`config.mk`:
```
export PLATFORM = sky130hd
export DESIGN_NAME = swm_cell
export DESIGN_NICKNAME = d
export VERILOG_FILES = /design/src/rtl/swm_pkg.sv /design/src/rtl/swm_cell.sv
export SDC_FILE = /design/constraint.sdc
export NUM_CORES = 1
export LEC_CHECK = 0
export BUFFER_PORTS_ARGS = -buffer_cell sky130_fd_sc_hd__buf_2
export CORE_ASPECT_RATIO = 0.8
export CORE_MARGIN = 2
export CORE_UTILIZATION = 45
export DETAILED_ROUTE_END_ITERATION = 10
export PLACE_DENSITY = 0.9
export SLEW_MARGIN = 15
export SYNTH_ARGS = -nofsm -noshare
export SYNTH_HDL_FRONTEND = slang
export SYNTH_SLANG_ARGS = --single-unit
```
`constraint.sdc`:
```
create_clock -name i_clk -period 3.6 [get_ports i_clk]
set_input_delay 0.54 -clock i_clk [delete_from_list [all_inputs] [get_ports i_clk]]
set_output_delay 0.54 -clock i_clk [all_outputs]
set_load 0.01 [all_outputs]
```
`src/rtl/swm_pkg.sv`:
```
// shared types, constants and helpers of the window mode filter and scaler
// used by swm_cell, swm_temp and window_mode_filter_scaler; depends on nothing
package swm_pkg;

    localparam int PROD_W     = 40;
    localparam int CFG_ADDR_W = 3;
    localparam int CFG_DATA_W = 24;
    localparam int OUT_W      = 20;

    localparam logic [13:0]      COMP_Q16  = 14'd11796;
    localparam logic [OUT_W-1:0] OUT20_MAX = 20'hFFFFF;

    localparam logic [CFG_ADDR_W-1:0] REG_VOLT_GAIN = 3'd0;
    localparam logic [CFG_ADDR_W-1:0] REG_AMP_GAIN  = 3'd1;
    localparam logic [CFG_ADDR_W-1:0] REG_SUPPLY_MV = 3'd2;
    localparam logic [CFG_ADDR_W-1:0] REG_CAL_LOW   = 3'd3;
    localparam logic [CFG_ADDR_W-1:0] REG_CAL_HIGH  = 3'd4;

    localparam logic [23:0] RST_VOLT_GAIN = 24'd479723;
    localparam logic [23:0] RST_AMP_GAIN  = 24'd65536;
    localparam logic [11:0] RST_SUPPLY_MV = 12'd3300;
    localparam logic [11:0] RST_CAL_LOW   = 12'd1750;
    localparam logic [11:0] RST_CAL_HIGH  = 12'd1330;

    typedef enum logic [2:0] {
        S_IDLE,
        S_COUNT,
        S_SELECT,
        S_MUL,
        S_COMP,
        S_SUB,
        S_DONE
    } t_state;

    typedef enum logic [2:0] {
        T_IDLE,
        T_SCALE,
        T_PREP,
        T_DIV,
        T_FIN,
        T_DONE
    } t_temp_state;

    typedef struct packed {
        logic load;
        logic clear;
        logic shift;
        logic count_en;
    } t_cell_ctrl;

    function automatic logic [OUT_W-1:0] round_sat(input logic [PROD_W-1:0] x);
        logic [PROD_W:0]    s;
        logic [PROD_W-16:0] r;
        s = {1'b0, x} + (PROD_W+1)'(32768);
        r = s[PROD_W:16];
        if (r > (PROD_W-15)'(OUT20_MAX)) begin
            return OUT20_MAX;
        end
        return r[OUT_W-1:0];
    endfunction

endpackage

```
`src/rtl/swm_cell.sv`:
```
// one window cell: a stored sample and its match count, rotating in a ring
// depends on swm_pkg
module swm_cell import swm_pkg::*; #(
    parameter int VAL_W = 12,
    parameter int CNT_W = 6
) (
    input  logic             i_clk,
    input  logic             i_rst_n,
    input  t_cell_ctrl       i_ctrl,
    input  logic             i_sel,
    input  logic [VAL_W-1:0] i_load_val,
    input  logic [VAL_W-1:0] i_nb_val,
    input  logic [CNT_W-1:0] i_nb_cnt,
    input  logic [VAL_W-1:0] i_bcast,
    output logic [VAL_W-1:0] o_val,
    output logic [CNT_W-1:0] o_cnt
);

    logic [VAL_W-1:0] r_val;
    logic [CNT_W-1:0] r_cnt;

    always_ff @(posedge i_clk) begin
        if (!i_rst_n) begin
            r_val <= '0;
            r_cnt <= '0;
        end else if (i_ctrl.shift) begin
            r_val <= i_nb_val;
            r_cnt <= i_nb_cnt + CNT_W'(i_ctrl.count_en && (i_nb_val == i_bcast));
        end else begin
            if (i_ctrl.load && i_sel) begin
                r_val <= i_load_val;
            end
            if (i_ctrl.clear) begin
                r_cnt <= '0;
            end
        end
    end

    assign o_val = r_val;
    assign o_cnt = r_cnt;

endmodule

```
==> Yosys cells after proc, flatten, opt, wreduce, memory -nomap -nowiden <==
Cells that the tools add are included.
W data, S select, Z words.
{ "op_classes": {"addsub": 1, "n_eq_ne": 1, "n_mux": 4, "reduce_logical": 4} }
{ "op_table": {"columns": ["operator", "count"], "rows": [
  ["$mux W12", 2],
  ["$eq A12 B12 Y1", 1],
  ["$mux W6", 2],
  ["$add A6 B1 Y6", 1],
  ["$reduce_bool A2 Y1", 2],
  ["$logic_and A1 B1 Y1", 2]
]} }
{ "word_totals": {"regBits": 18, "input_bits": 49, "output_inout_bits": 18, "word_cells": 12} }

==> Logic depth before layout (Yosys ltp) <==
{ "depth": {"depth_word": 4, "ltp_mapped": 8} }

==> Least setup slack after synthesis <==
No wires, ideal clock.
{ "synth_path": {"kind": "input-to-reg", "from": "input port i_nb_val[5]", "to": "register r_cnt[4], in the netlist o_cnt[4]", "setup_time_ns": 0.070, "t_arrival_ns": 1.726, "t_required_ns": 3.530, "path_slack_ns": 1.805, "stages": 8, "cell_sequence": "xnor2_1 nand4_1 nor4_1 ha_1 ha_1 nand3_1 xor2_1 a21oi_1"} }
{ "synth_between": {"elab_chain_cells": 4} }
{ "synth_lines": {"columns": ["item", "line", "source"], "rows": [
  ["start: declaration", "swm_cell.sv:12", "input logic [VAL_W-1:0] i_nb_val,"],
  ["$eq A12 B12 Y1", "swm_cell.sv:28", "r_cnt <= i_nb_cnt + CNT_W'(i_ctrl.count_en && (i_nb_val == i_bcast));"],
  ["$logic_and A1 B1 Y1", "swm_cell.sv:28", null],
  ["$add A6 B1 Y6", "swm_cell.sv:28", null],
  ["$mux W6", "swm_cell.sv:26", "end else if (i_ctrl.shift) begin"],
  ["end signal: assignment", "swm_cell.sv:28", null],
  ["end: declaration", "swm_cell.sv:20", "logic [CNT_W-1:0] r_cnt;"]
]} }
No other way between the ends.
A chain may end at the register's enable or synchronous reset.

==> Worst setup path in the final report <==
{ "layout_path": {"from": "input port i_nb_val[1]", "to": "register r_cnt[4], in the netlist o_cnt[4]"} }
The elaborated chain is that of the path after synthesis.

==> flow_summary.yaml <==
clock_tree:
  cts_htree_levels: 1
  cts.path.max_buffers: 2
  clk_latency_ps: 290
  numCtsBuffers: 3
  cts_setup_buffers: 0
  holdBufCountCts: 0
  path_clk_slew_ps: 100
  clock-sinks: 18
  cts-root-buf: "clkbuf_4"
  ctsResizeCount: 0
  cts_tree: "done"
critical_path:
  required_ps: 3760
  worstSetupEndpointType: "flip-flop"
  path_class: "input pin to flip-flop"
  cpMostUsedCell: "ha_1"
  slowest_delay_ps: 310
  path_cells: "buf_2 -> xnor2_1 -> nand4_1 -> nor4_1 -> ha_1 -> ha_1 -> nand3_1 -> xor2_1 -> a21oi_1"
  worstPathMaxFanout: 2
  worstRegToRegCells: 3
  critPathArrivalTime_ps: 2130
  worst_setup_path_start_kind: "input pin"
  slowest_stage: "nor4_1"
global_routing:
  track_usage_pct: 20.5
  use_met3_pct: 4.41
  antenna_found_initial: 0
  grt_overflow: 0
  first_global_vias: 973
  grt_max_degree: 27
  busiest_layer: "met2"
  grt_use_met1_pct: 21.9
  grt_pass1_wl_um: 4160
  grt.met2_usage_pct: 39.3
route:
  drcViolationCount: 0
  vias: 1018
  drt_iter0_markers: 16
  drtAntennaViolNets: 0
  first_pass_iters: 4
  routedWlPerCell_um: 13.9
  viasPerCell: 5.19
  wl_um: 2730
power:
  total_leakage_power_uw: 0.000781
  ir_drop_v: 0.000245
  powerDensity_mw_per_mm2: 333
floorplanning:
  dieArea_mm2: 0.00275
  core-area_mm2: 0.00218
  die_width_um: 58.1
  start_util_pct: 48.4
  dieHeight_um: 47.3
  io_pins: 67
  num_rows: 15
yosys:
  synthCells: 108
  syn_area_mm2: 0.00105
  ys_ff_latch: 18
  synth_seq_area_share_pct: 34.2
  yosysWarnings: 0
  synth.avg_cell_area_um2: 9.75
  synth.net_count: 159
  synth_cell_types: 23
sta:
  max-slew-margin-rel_pct: 61.2
  worst_slew_pin_slew_ps: 582
  tns_ps: 0
  fmax_ghz: 0.509
  period_share_pct: 54.5
  setup_violations: 0
  rsz0062_at_grt: "no"
  finClkSkew_ps: 0
  hold_viol: 0
  period_needed_ps: 1960
  slew_viol_final: 0
finish:
  layout-drive-gt1-share_pct: 41.5
  num-nets-final: 223
  fillers: 183
  syn_to_final_growth_pct: 31.9
  final_cell_mix: "66 x buf_2, 18 x dfxtp_1, 13 x xnor2_1, 13 x nand2_1"
  fin_util_pct: 63.9
  insertedDiodeCount: 0
  layout_commonest_cell: "buf_2"
  fin_cells: 196
worst_hold_path:
  hp-class: "flip-flop to flip-flop"
  min_path_cells: 1
place:
  place_congestion: 0.813
  dp_hpwl_um: 2090
  dp_cells: 192
  io_buffers: 66
outcome:
  status: "finished clean"
flow_run:
  maxCapViolations: 0
## where the power goes
part           leakage, uW  switching (uW)  internal (uW)  total, uW
combinational     0.000611            57.8           60.5        118
clock            0.0000210            61.4           61.6        123
sequential        0.000150            6.90            214        221
total             0.000781             126            336        462
## critical path, delay by kind of cell
| family | cells | cell delay, ps |
|---|---|---|
| fa+ha+maj | 2 | 430 |
| compound gates | 1 | 90 |
| xor+xnor | 2 | 390 |
| buf+inv | 1 | 120 |
| simple gates | 3 | 570 |
## layer usage
| layer | up-vias | part of all wire [%] |
|---|---|---|
| met5 | - | 0 |
| met4 | 0 | 2.4 |
| met3 | 9 | 4.1 |
| met2 | 28 | 53 |
| met1 | 468 | 40 |
| li1 | 513 | - |
## cells by family (layout without fill, tap and decap cells)
logic type / count (synthesis) / in the layout / share of synthesized area [%]
muxes: 12 / 12 / 11.4
xor gates and xnor gates: 15 / 15 / 12.5
DFF: 18 / 18 / 34.2
adders and majority gates: 2 / 2 / 2.37
buffers and inverters: 7 / 70 / 5.82
AOI/OAI and AO/OA: 21 / 21 / 16.6
and+or+nand+nor: 33 / 33 / 17.1
## through the flow
stage | power [uW] | hold slack, ps | setup slack, ps | cell area, um2
global route | 490 | 532 | 1640 | 1390
finish | 462 | 506 | 1640 | 1390
global placement | 339 | 478 | 1500 | 1350
detailed placement | 343 | 484 | 1410 | 1350
CTS | 468 | 513 | 1640 | 1390
floorplan | 293 | 536 | 1800 | 1050
## cell usage after synthesis
master / n / area share, %
xor2_1: 2 / 1.7
nand4_1: 3 / 1.8
nand3b_1: 1 / 0.71
nor4_1: 1 / 0.59
buf_4: 1 / 0.71
dfxtp_1: 18 / 34
o211a_1: 12 / 11
nand4bb_1: 1 / 1.1
o21ai_0: 2 / 0.95
ha_1: 2 / 2.4
nor3b_1: 3 / 2.1
mux2i_1: 12 / 11
xnor2_1: 13 / 11
and2_1: 1 / 0.59
nand3_1: 3 / 1.4
nand2_1: 13 / 4.6
nor2b_1: 6 / 3.6
and3_1: 1 / 0.59
buf_6: 4 / 4.3
buf_2: 1 / 0.47
clkbuf_1: 1 / 0.36
a21o_4: 1 / 1.4
a21oi_1: 6 / 2.9
## sequential cells by signal, indices dropped and copies added (netlist names)
register / flops
o_val: 12
o_cnt: 6
## layout make-up
cell class / instances / area [um2] / share of cell area [%]
clock buffer: 4 / 36.3 / 2.61
multi-input combinational: 83 / 632 / 45.5
sequential: 18 / 360 / 25.9
tap: 25 / 31.3 / 2.25
timing repair buffer: 66 / 330 / 23.8
## path summary, 6_finish.rpt
path / from / to / slack [ps]
max reg2reg: o_cnt[0]$_SDFFE_PN0P_ / o_cnt[0]$_SDFFE_PN0P_ / 2800
min: o_val[1]$_SDFFE_PN0P_ / o_val[1]$_SDFFE_PN0P_ / 510
min reg2reg: o_val[1]$_SDFFE_PN0P_ / o_val[1]$_SDFFE_PN0P_ / 510
max: i_nb_val[1] / o_cnt[4]$_SDFFE_PN0P_ / 1640
(Power assumes the default switching activity.)
