<file path="config.mk">
export PLATFORM = sky130hd
export DESIGN_NAME = swm_temp
export DESIGN_NICKNAME = d
export VERILOG_FILES = /design/src/rtl/swm_pkg.sv /design/src/rtl/swm_temp.sv
export SDC_FILE = /design/constraint.sdc
export NUM_CORES = 1
export LEC_CHECK = 0
export CAP_MARGIN = 20
export CORE_UTILIZATION = 60
export DETAILED_ROUTE_END_ITERATION = 7
export DONT_BUFFER_PORTS = 1
export GPL_TIMING_DRIVEN = 0
export PLACE_DENSITY = 0.79
export SYNTH_ARGS = -nofsm -noshare
export SYNTH_HDL_FRONTEND = slang
export SYNTH_SLANG_ARGS = --single-unit
</file>
<file path="constraint.sdc">
create_clock -name i_clk -period 6.5 [get_ports i_clk]
set_input_delay 0.325 -clock i_clk [delete_from_list [all_inputs] [get_ports i_clk]]
set_output_delay 0.325 -clock i_clk [all_outputs]
set_load 0.05 [all_outputs]
</file>
<file path="src/rtl/swm_pkg.sv">
// shared types, constants and helpers of the window mode filter and scaler
// used by swm_cell, swm_temp and window_mode_filter_scaler; depends on nothing
package swm_pkg;

    localparam int PROD_W     = 40;
    localparam int CFG_ADDR_W = 3;
    localparam int CFG_DATA_W = 24;
    localparam int OUT_W      = 20;

    localparam logic [13:0]      COMP_Q16  = 14'd11796;
    localparam logic [OUT_W-1:0] OUT20_MAX = 20'hFFFFF;

    localparam logic [CFG_ADDR_W-1:0] REG_VOLT_GAIN = 3'd0;
    localparam logic [CFG_ADDR_W-1:0] REG_AMP_GAIN  = 3'd1;
    localparam logic [CFG_ADDR_W-1:0] REG_SUPPLY_MV = 3'd2;
    localparam logic [CFG_ADDR_W-1:0] REG_CAL_LOW   = 3'd3;
    localparam logic [CFG_ADDR_W-1:0] REG_CAL_HIGH  = 3'd4;

    localparam logic [23:0] RST_VOLT_GAIN = 24'd479723;
    localparam logic [23:0] RST_AMP_GAIN  = 24'd65536;
    localparam logic [11:0] RST_SUPPLY_MV = 12'd3300;
    localparam logic [11:0] RST_CAL_LOW   = 12'd1750;
    localparam logic [11:0] RST_CAL_HIGH  = 12'd1330;

    typedef enum logic [2:0] {
        S_IDLE,
        S_COUNT,
        S_SELECT,
        S_MUL,
        S_COMP,
        S_SUB,
        S_DONE
    } t_state;

    typedef enum logic [2:0] {
        T_IDLE,
        T_SCALE,
        T_PREP,
        T_DIV,
        T_FIN,
        T_DONE
    } t_temp_state;

    typedef struct packed {
        logic load;
        logic clear;
        logic shift;
        logic count_en;
    } t_cell_ctrl;

    function automatic logic [OUT_W-1:0] round_sat(input logic [PROD_W-1:0] x);
        logic [PROD_W:0]    s;
        logic [PROD_W-16:0] r;
        s = {1'b0, x} + (PROD_W+1)'(32768);
        r = s[PROD_W:16];
        if (r > (PROD_W-15)'(OUT20_MAX)) begin
            return OUT20_MAX;
        end
        return r[OUT_W-1:0];
    endfunction

endpackage

</file>
<file path="src/rtl/swm_temp.sv">
// temperature scaling with an iterative restoring divider, one quotient bit a cycle
// depends on swm_pkg
module swm_temp import swm_pkg::*; (
    input  logic               i_clk,
    input  logic               i_rst_n,
    input  logic               i_start,
    input  logic [11:0]        i_sample,
    input  logic [11:0]        i_supply,
    input  logic [11:0]        i_cal_low,
    input  logic [11:0]        i_cal_high,
    output logic               o_done,
    output logic signed [15:0] o_temp
);

    t_temp_state r_state, n_state;

    logic [23:0]        r_p1;
    logic [23:0]        r_p2;
    logic signed [24:0] r_den;
    logic signed [38:0] r_num;
    logic [39:0]        r_x;
    logic [24:0]        r_y;
    logic [24:0]        r_rem;
    logic               r_neg;
    logic [5:0]         r_bit;
    logic signed [15:0] r_temp;

    logic [37:0] w_an;
    logic [23:0] w_ad;
    logic [25:0] w_rem_sh;
    logic        w_qbit;
    logic [25:0] w_rem_sub;

    assign w_an      = r_num[38] ? 38'(-r_num) : 38'(r_num);
    assign w_ad      = r_den[24] ? 24'(-r_den) : 24'(r_den);
    assign w_rem_sh  = {r_rem, r_x[39]};
    assign w_qbit    = (w_rem_sh >= {1'b0, r_y});
    assign w_rem_sub = w_rem_sh - {1'b0, r_y};

    always_ff @(posedge i_clk) begin
        if (!i_rst_n) begin
            r_state <= T_IDLE;
        end else begin
            r_state <= n_state;
        end
    end

    always_comb begin
        n_state = r_state;
        case (r_state)
            T_IDLE, T_DONE: begin
                if (i_start) n_state = T_SCALE;
            end
            T_SCALE: n_state = T_PREP;
            T_PREP: begin
                n_state = (r_den == '0) ? T_DONE : T_DIV;
            end
            T_DIV: begin
                if (r_bit == '0) n_state = T_FIN;
            end
            T_FIN:   n_state = T_DONE;
            default: n_state = T_IDLE;
        endcase
    end

    always_ff @(posedge i_clk) begin
        case (r_state)
            T_IDLE, T_DONE: begin
                if (i_start) begin
                    r_p1  <= 24'(i_sample) * 24'(i_supply);
                    r_p2  <= 24'(i_cal_low) * 24'd3300;
                    r_den <= 25'($signed({1'b0, i_cal_high}) - $signed({1'b0, i_cal_low}))
                             * 25'sd3300;
                end
            end
            T_SCALE: begin
                r_num <= 39'($signed({1'b0, r_p1}) - $signed({1'b0, r_p2})) * 39'sd8000;
            end
            T_PREP: begin
                if (r_den == '0) begin
                    if (r_num > 0) begin
                        r_temp <= 16'sh7FFF;
                    end else if (r_num < 0) begin
                        r_temp <= 16'sh8000;
                    end else begin
                        r_temp <= 16'sd3000;
                    end
                end
                r_x   <= {1'b0, w_an, 1'b0} + 40'(w_ad);
                r_y   <= {w_ad, 1'b0};
                r_neg <= r_num[38] != r_den[24];
                r_rem <= '0;
                r_bit <= 6'd39;
            end
            T_DIV: begin
                r_rem <= w_qbit ? w_rem_sub[24:0] : w_rem_sh[24:0];
                r_x   <= {r_x[38:0], w_qbit};
                r_bit <= r_bit - 6'd1;
            end
            T_FIN: begin
                if (!r_neg) begin
                    r_temp <= (r_x > 40'd29767) ? 16'sh7FFF
                                                : $signed(r_x[15:0] + 16'd3000);
                end else begin
                    r_temp <= (r_x > 40'd35768) ? 16'sh8000
                                                : $signed(16'd3000 - r_x[15:0]);
                end
            end
            default: ;
        endcase
    end

    assign o_done = (r_state == T_DONE);
    assign o_temp = r_temp;

endmodule

</file>
[Yosys cells after proc, flatten, opt, wreduce, memory -nomap -nowiden]
Index checks and enable logic that the tools add are counted.
Cells by class
  bitwise gates (word level): 0
  div/mod/pow operators: 0
  mux-type cells: 17
  $add $sub $neg: 9
  multiply operators: 4
  $lt $le $gt $ge: 5
  reduce and logical (&&, ||, !) cells: 9
  eq/ne operators: 9
  shift-type cells: 0
Operators by type and width (count)
  16-bit two-way mux: 6
  40-bit case mux with 2 select lines: 1
  25-bit case mux with 2 select lines: 1
  39-bit by 24-bit adder with 40-bit output: 1
  40-bit by 15-bit > comparator with 1-bit output, second input constant: 1
  40-bit by 16-bit > comparator with 1-bit output, second input constant: 1
  39-bit by 1-bit > comparator with 1-bit output, second input constant: 1
  39-bit by 1-bit < comparator with 1-bit output, second input constant: 1
  38-bit two-way mux: 1
  38-bit negator: 1
  25-bit by 8-bit multiplier with 33-bit output, second input constant: 1
  16-bit case mux with 2 select lines: 1
  26-bit by 25-bit greater-or-equal comparator with 1-bit output: 1
  25-bit logical NOT: 1
  25-bit two-way mux: 1
  24-bit by 24-bit subtractor with 25-bit output: 1
  25-bit subtractor: 1
  12-bit by 12-bit multiplier with 24-bit output: 1
  24-bit two-way mux: 1
  24-bit negator: 1
  13-bit by 11-bit multiplier with 23-bit output, second input constant: 1
  12-bit by 10-bit multiplier with 22-bit output, second input constant: 1
  16-bit by 12-bit adder with 16-bit output, second input constant: 1
  12-bit by 16-bit subtractor with 16-bit output, first input constant: 1
  15 further kinds: 24
Storage, ports and cells
  ROM bits: 0
  memories kept: 0
  latch bits: 0
  register bits: 217
  logic and storage cells: 64
  input port bits: 51
  output and inout port bits: 17
  memory bits (writable): 0

[Longest topological paths before layout]
  depth in word-level cells: 5
  depth in mapped cells: 29

[Worst setup path before layout]
No wires, ideal clock.
  kind: register -> register
  from: register r_p1[4]
  to: register r_num[35], data pin
  cell stages (with the launch flop): 28
  arrival time: 6.854 ns
  buffers on the path: 0
  slack: -0.611 ns
  library setup time: 0.258 ns
  required time: 6.242 ns
  path through: edfxtp_1 > ha_1 > nor2b_1 > o31a_1 > o41a_1 > a41oi_1 > o21bai_1 > a21o_1 > a21o_1 > xor2_1 > inv_1 > fa_1 > inv_1 > fa_1 > inv_1 > fa_1 > inv_1 > fa_1 > ha_1 > nand2_1 > nor4_1 > a221oi_1 > and2_1 > o221a_2 > nor3_1 > a41oi_1 > nor2b_1 > xnor2_1
Between the ends
  word-level cells in the longest chain between the ends: 2
RTL lines
  from (decl): RTL line swm_temp.sv:17  | logic [23:0] r_p1;
  from (signal assigned): RTL line swm_temp.sv:70  | r_p1 <= 24'(i_sample) * 24'(i_supply);
  24-bit by 24-bit subtractor with 25-bit output: RTL line swm_temp.sv:77  | r_num <= 39'($signed({1'b0, r_p1}) - $signed({1'b0, r_p2})) * 39'sd8000;
  25-bit by 8-bit multiplier with 33-bit output: RTL line swm_temp.sv:77
  to (signal assigned): RTL line swm_temp.sv:77
  to (decl): RTL line swm_temp.sv:20  | logic signed [38:0] r_num;
No other way between the ends.
A chain may end at the register's enable or synchronous reset.

[Worst setup path in the final report]
  from: register r_p1[2]
  to: register r_num[35], data pin
Same word-level chain as after synthesis.

==> impl_metrics.env <==
export IMPL_cp_startpoint="r_p1[2]"
export IMPL_synthesis_area_mm2=0.02718
export IMPL_synth_async_reset_ratio_pct=0
export IMPL_initial_core_util_pct=61.19
export IMPL_drv_cap=0
export IMPL_final_antenna_net_count=0
export IMPL_period_needed_ns=7.041
export IMPL_cts_buffers=26
export IMPL_cp_max_fo=4
export IMPL_ys_ff_latch=215
export IMPL_ios=68
export IMPL_fill_cells=3288
export IMPL_rsz0062_at_grt="yes"
export IMPL_multiInputGateArea_mm2=0.01897
export IMPL_ys_flop_type="edfxtp_1"
export IMPL_slowest_stage="fa_1"
export IMPL_clock_fmax_mhz=142.0
export IMPL_layout_area_seq_mm2=0.006426
export IMPL_post_place_ws_ns=-0.9543
export IMPL_synthTopCellsByArea="edfxtp_1 23%, fa_1 20%, ha_1 17%"
export IMPL_crit_path_end_kind="flip-flop"
export IMPL_setup_viol=11
export IMPL_rows=77
export IMPL_hp_class="in2reg"
export IMPL_grt_pass1_vias=21420
export IMPL_fin_crit_sh_pct=108.3
export IMPL_slowest_delay_ns=0.57
export IMPL_drc_errors=0
export IMPL_violations="setup timing"
export IMPL_cts_root_buf="clkbuf_16"
export IMPL_grt_pass1_wl_um=102300
export IMPL_diodes=0
export IMPL_tns_ns=-3.426
export IMPL_hp_start="i_start"
export IMPL_clk_pin_slew_ns=0.06
export IMPL_area_growth_syn_to_layout_pct=10.01
export IMPL_worstSetupPathType="reg2reg"
export IMPL_grt_overflow=0
export IMPL_reg2reg_from="r_p1[2]"
export IMPL_wl_um=62700
export IMPL_mostFrequentLayoutCell="inv_1"
export IMPL_wl_per_cell_um=17.67
export IMPL_die_h_um=214.8
export IMPL_slew_headroom_pct=34.98
export IMPL_htreeDepth=1
export IMPL_dieArea_mm2=0.04615
export IMPL_die_width_um=214.8
export IMPL_cp_required_ns=6.80
export IMPL_post_dp_hpwl_um=49380
export IMPL_nets=3622
export IMPL_drt_iter0_markers=1275
export IMPL_grt_max_degree=57
export IMPL_status="finished, violations left"
export IMPL_netlist_area_leader_share_pct=23.42
export IMPL_antenna_found_initial=0
export IMPL_track_usage_pct=26.93
export IMPL_cts_tree="done"
export IMPL_dp_cells=3447
export IMPL_clkLatencyLatePin_ns=0.55
export IMPL_drt_pass1_iter_count=6
export IMPL_finClkSkew_ns=0.01580
export IMPL_cp_start_kind="flip-flop"
export IMPL_synth_edf_count=212
export IMPL_worst_slack_ns=-0.5411
export IMPL_hold_viol=0
export IMPL_netlist_cell_type_count=73
export IMPL_clock_sinks=215
export IMPL_synth_top_area_cell="edfxtp_1"
export IMPL_tightest_slew_ns=0.9754
export IMPL_mostFrequentLayoutCells="530 x inv_1, 355 x ha_1, 267 x fa_1"
export IMPL_io_buffer_count=0
export IMPL_synth_warnings=0
export IMPL_drv_slew=0
export IMPL_drive_gt1_share_pct=7.271
export IMPL_via_per_inst=5.748
export IMPL_coreArea_mm2=0.04441
export IMPL_vias=20400
export IMPL_place_congestion=0.9173
export IMPL_syn_area_per_cell_um2=9.556
export IMPL_ys_seq_area_share_pct=23.65
export IMPL_arrival_ns=7.34
export IMPL_stdcell_count=3549
export IMPL_synthCells=2844
export IMPL_cts_max_path_buffers=3
## synthesized netlist by cell type, types with 4 or more instances
master,instances
clkbuf_1,59
nand2_1,197
edfxtp_1,212
xor2_1,69
a2111oi_0,5
nand2b_1,19
nor3_1,57
nor3b_1,5
or2_2,13
or4_1,10
o21bai_1,20
nor2b_1,25
o211ai_1,12
nor2_1,149
or3_1,16
fa_1,268
a211oi_1,16
inv_1,543
ha_1,365
a31o_2,10
a31oi_1,12
and3_1,21
nand4_1,13
a21o_1,37
o31a_1,11
mux2i_1,28
o21a_1,29
a21boi_0,9
o21ai_0,88
a41oi_1,5
xnor2_1,153
nor4_1,19
a21oi_1,144
and2_1,74
o22ai_1,5
o41ai_1,14
nand3_1,32
o31ai_1,20
a221oi_1,4
## per-stage QoR
stage | util, % | hold slack (ns) | cell area, µm²
floorplan | - | 0.4239 | 27330
global placement | 63.20 | 0.4251 | 28070
detailed placement | 63.52 | 0.4253 | 28210
CTS | 66.80 | 0.001146 | 29670
global route | 67.32 | 0.1562 | 29900
finish | 67.32 | 0.1593 | 29900
## cells by family (layout without fill, tap and decap cells)
group	Yosys count	in the layout	share of synthesized area, %
AND/OR/NAND/NOR	664	664	11.94
adder cells (fa/ha/maj)	633	633	36.55
buffers and inverters	610	722	8.480
AO/OA/AOI/OAI	470	470	11.15
XOR/XNOR	222	222	7.154
flip-flops	215	215	23.65
multiplexers	29	29	1.073
other	1	2	0.01380
## critical path, delay by kind of cell, from the launching register on
family | cells | cell delay, ns
AOI/OAI and AO/OA | 7 | 1.42
xor gates and xnor gates | 2 | 0.28
adders and majority gates | 7 | 2.81
buffers and inverters | 9 | 0.99
DFF | 1 | 0.38
and+or+nand+nor | 6 | 0.92
## area by class of cell
class / count / area share [%]
Multi-Input combinational cell: 2020 / 63.46
Sequential cell: 215 / 21.49
Inverter: 543 / 6.817
Tap cell: 592 / 2.477
Clock buffer: 27 / 2.189
Timing Repair Buffer: 65 / 1.979
Buffer: 67 / 0.9039
Clock inverter: 20 / 0.6779
## state kept, by name, indices dropped and copies added (netlist names)
register	flops
r_x	40
r_num	33
r_rem	25
r_p1	24
r_den	23
r_p2	22
r_y	22
o_temp	16
r_bit	6
r_state	3
r_neg	1
## final timing paths
| path | slack [ns] | end | cells after the start |
|---|---|---|---|
| min | 0.16 | r_state[0] | 3 |
| max | -0.54 | r_num[35] | 31 |
| max reg2reg | -0.54 | r_num[35] | 31 |
| min reg2reg | 0.56 | r_y[3] | 0 |
## what timing repair did
item | in CTS | in global routing
hold buffers | 6 | 1
endpoints found under the hold margin | 7 | 1
setup endpoints to repair | 13 | 16
gates resized for setup | 49 | 25
pin swaps | 44 | 42
setup buffers | 32 | 16
## routing by layer
layer	track usage, %	routed length [µm]	vias up
li1	-	-	9687
met1	31.60	24820	9955
met2	50.85	32760	596
met3	2.803	2793	163
met4	9.000	2322	0
met5	0	0	-
Power is not shown: default switching activity piles up to over one toggle a cycle in this logic, so the estimate is an artifact.
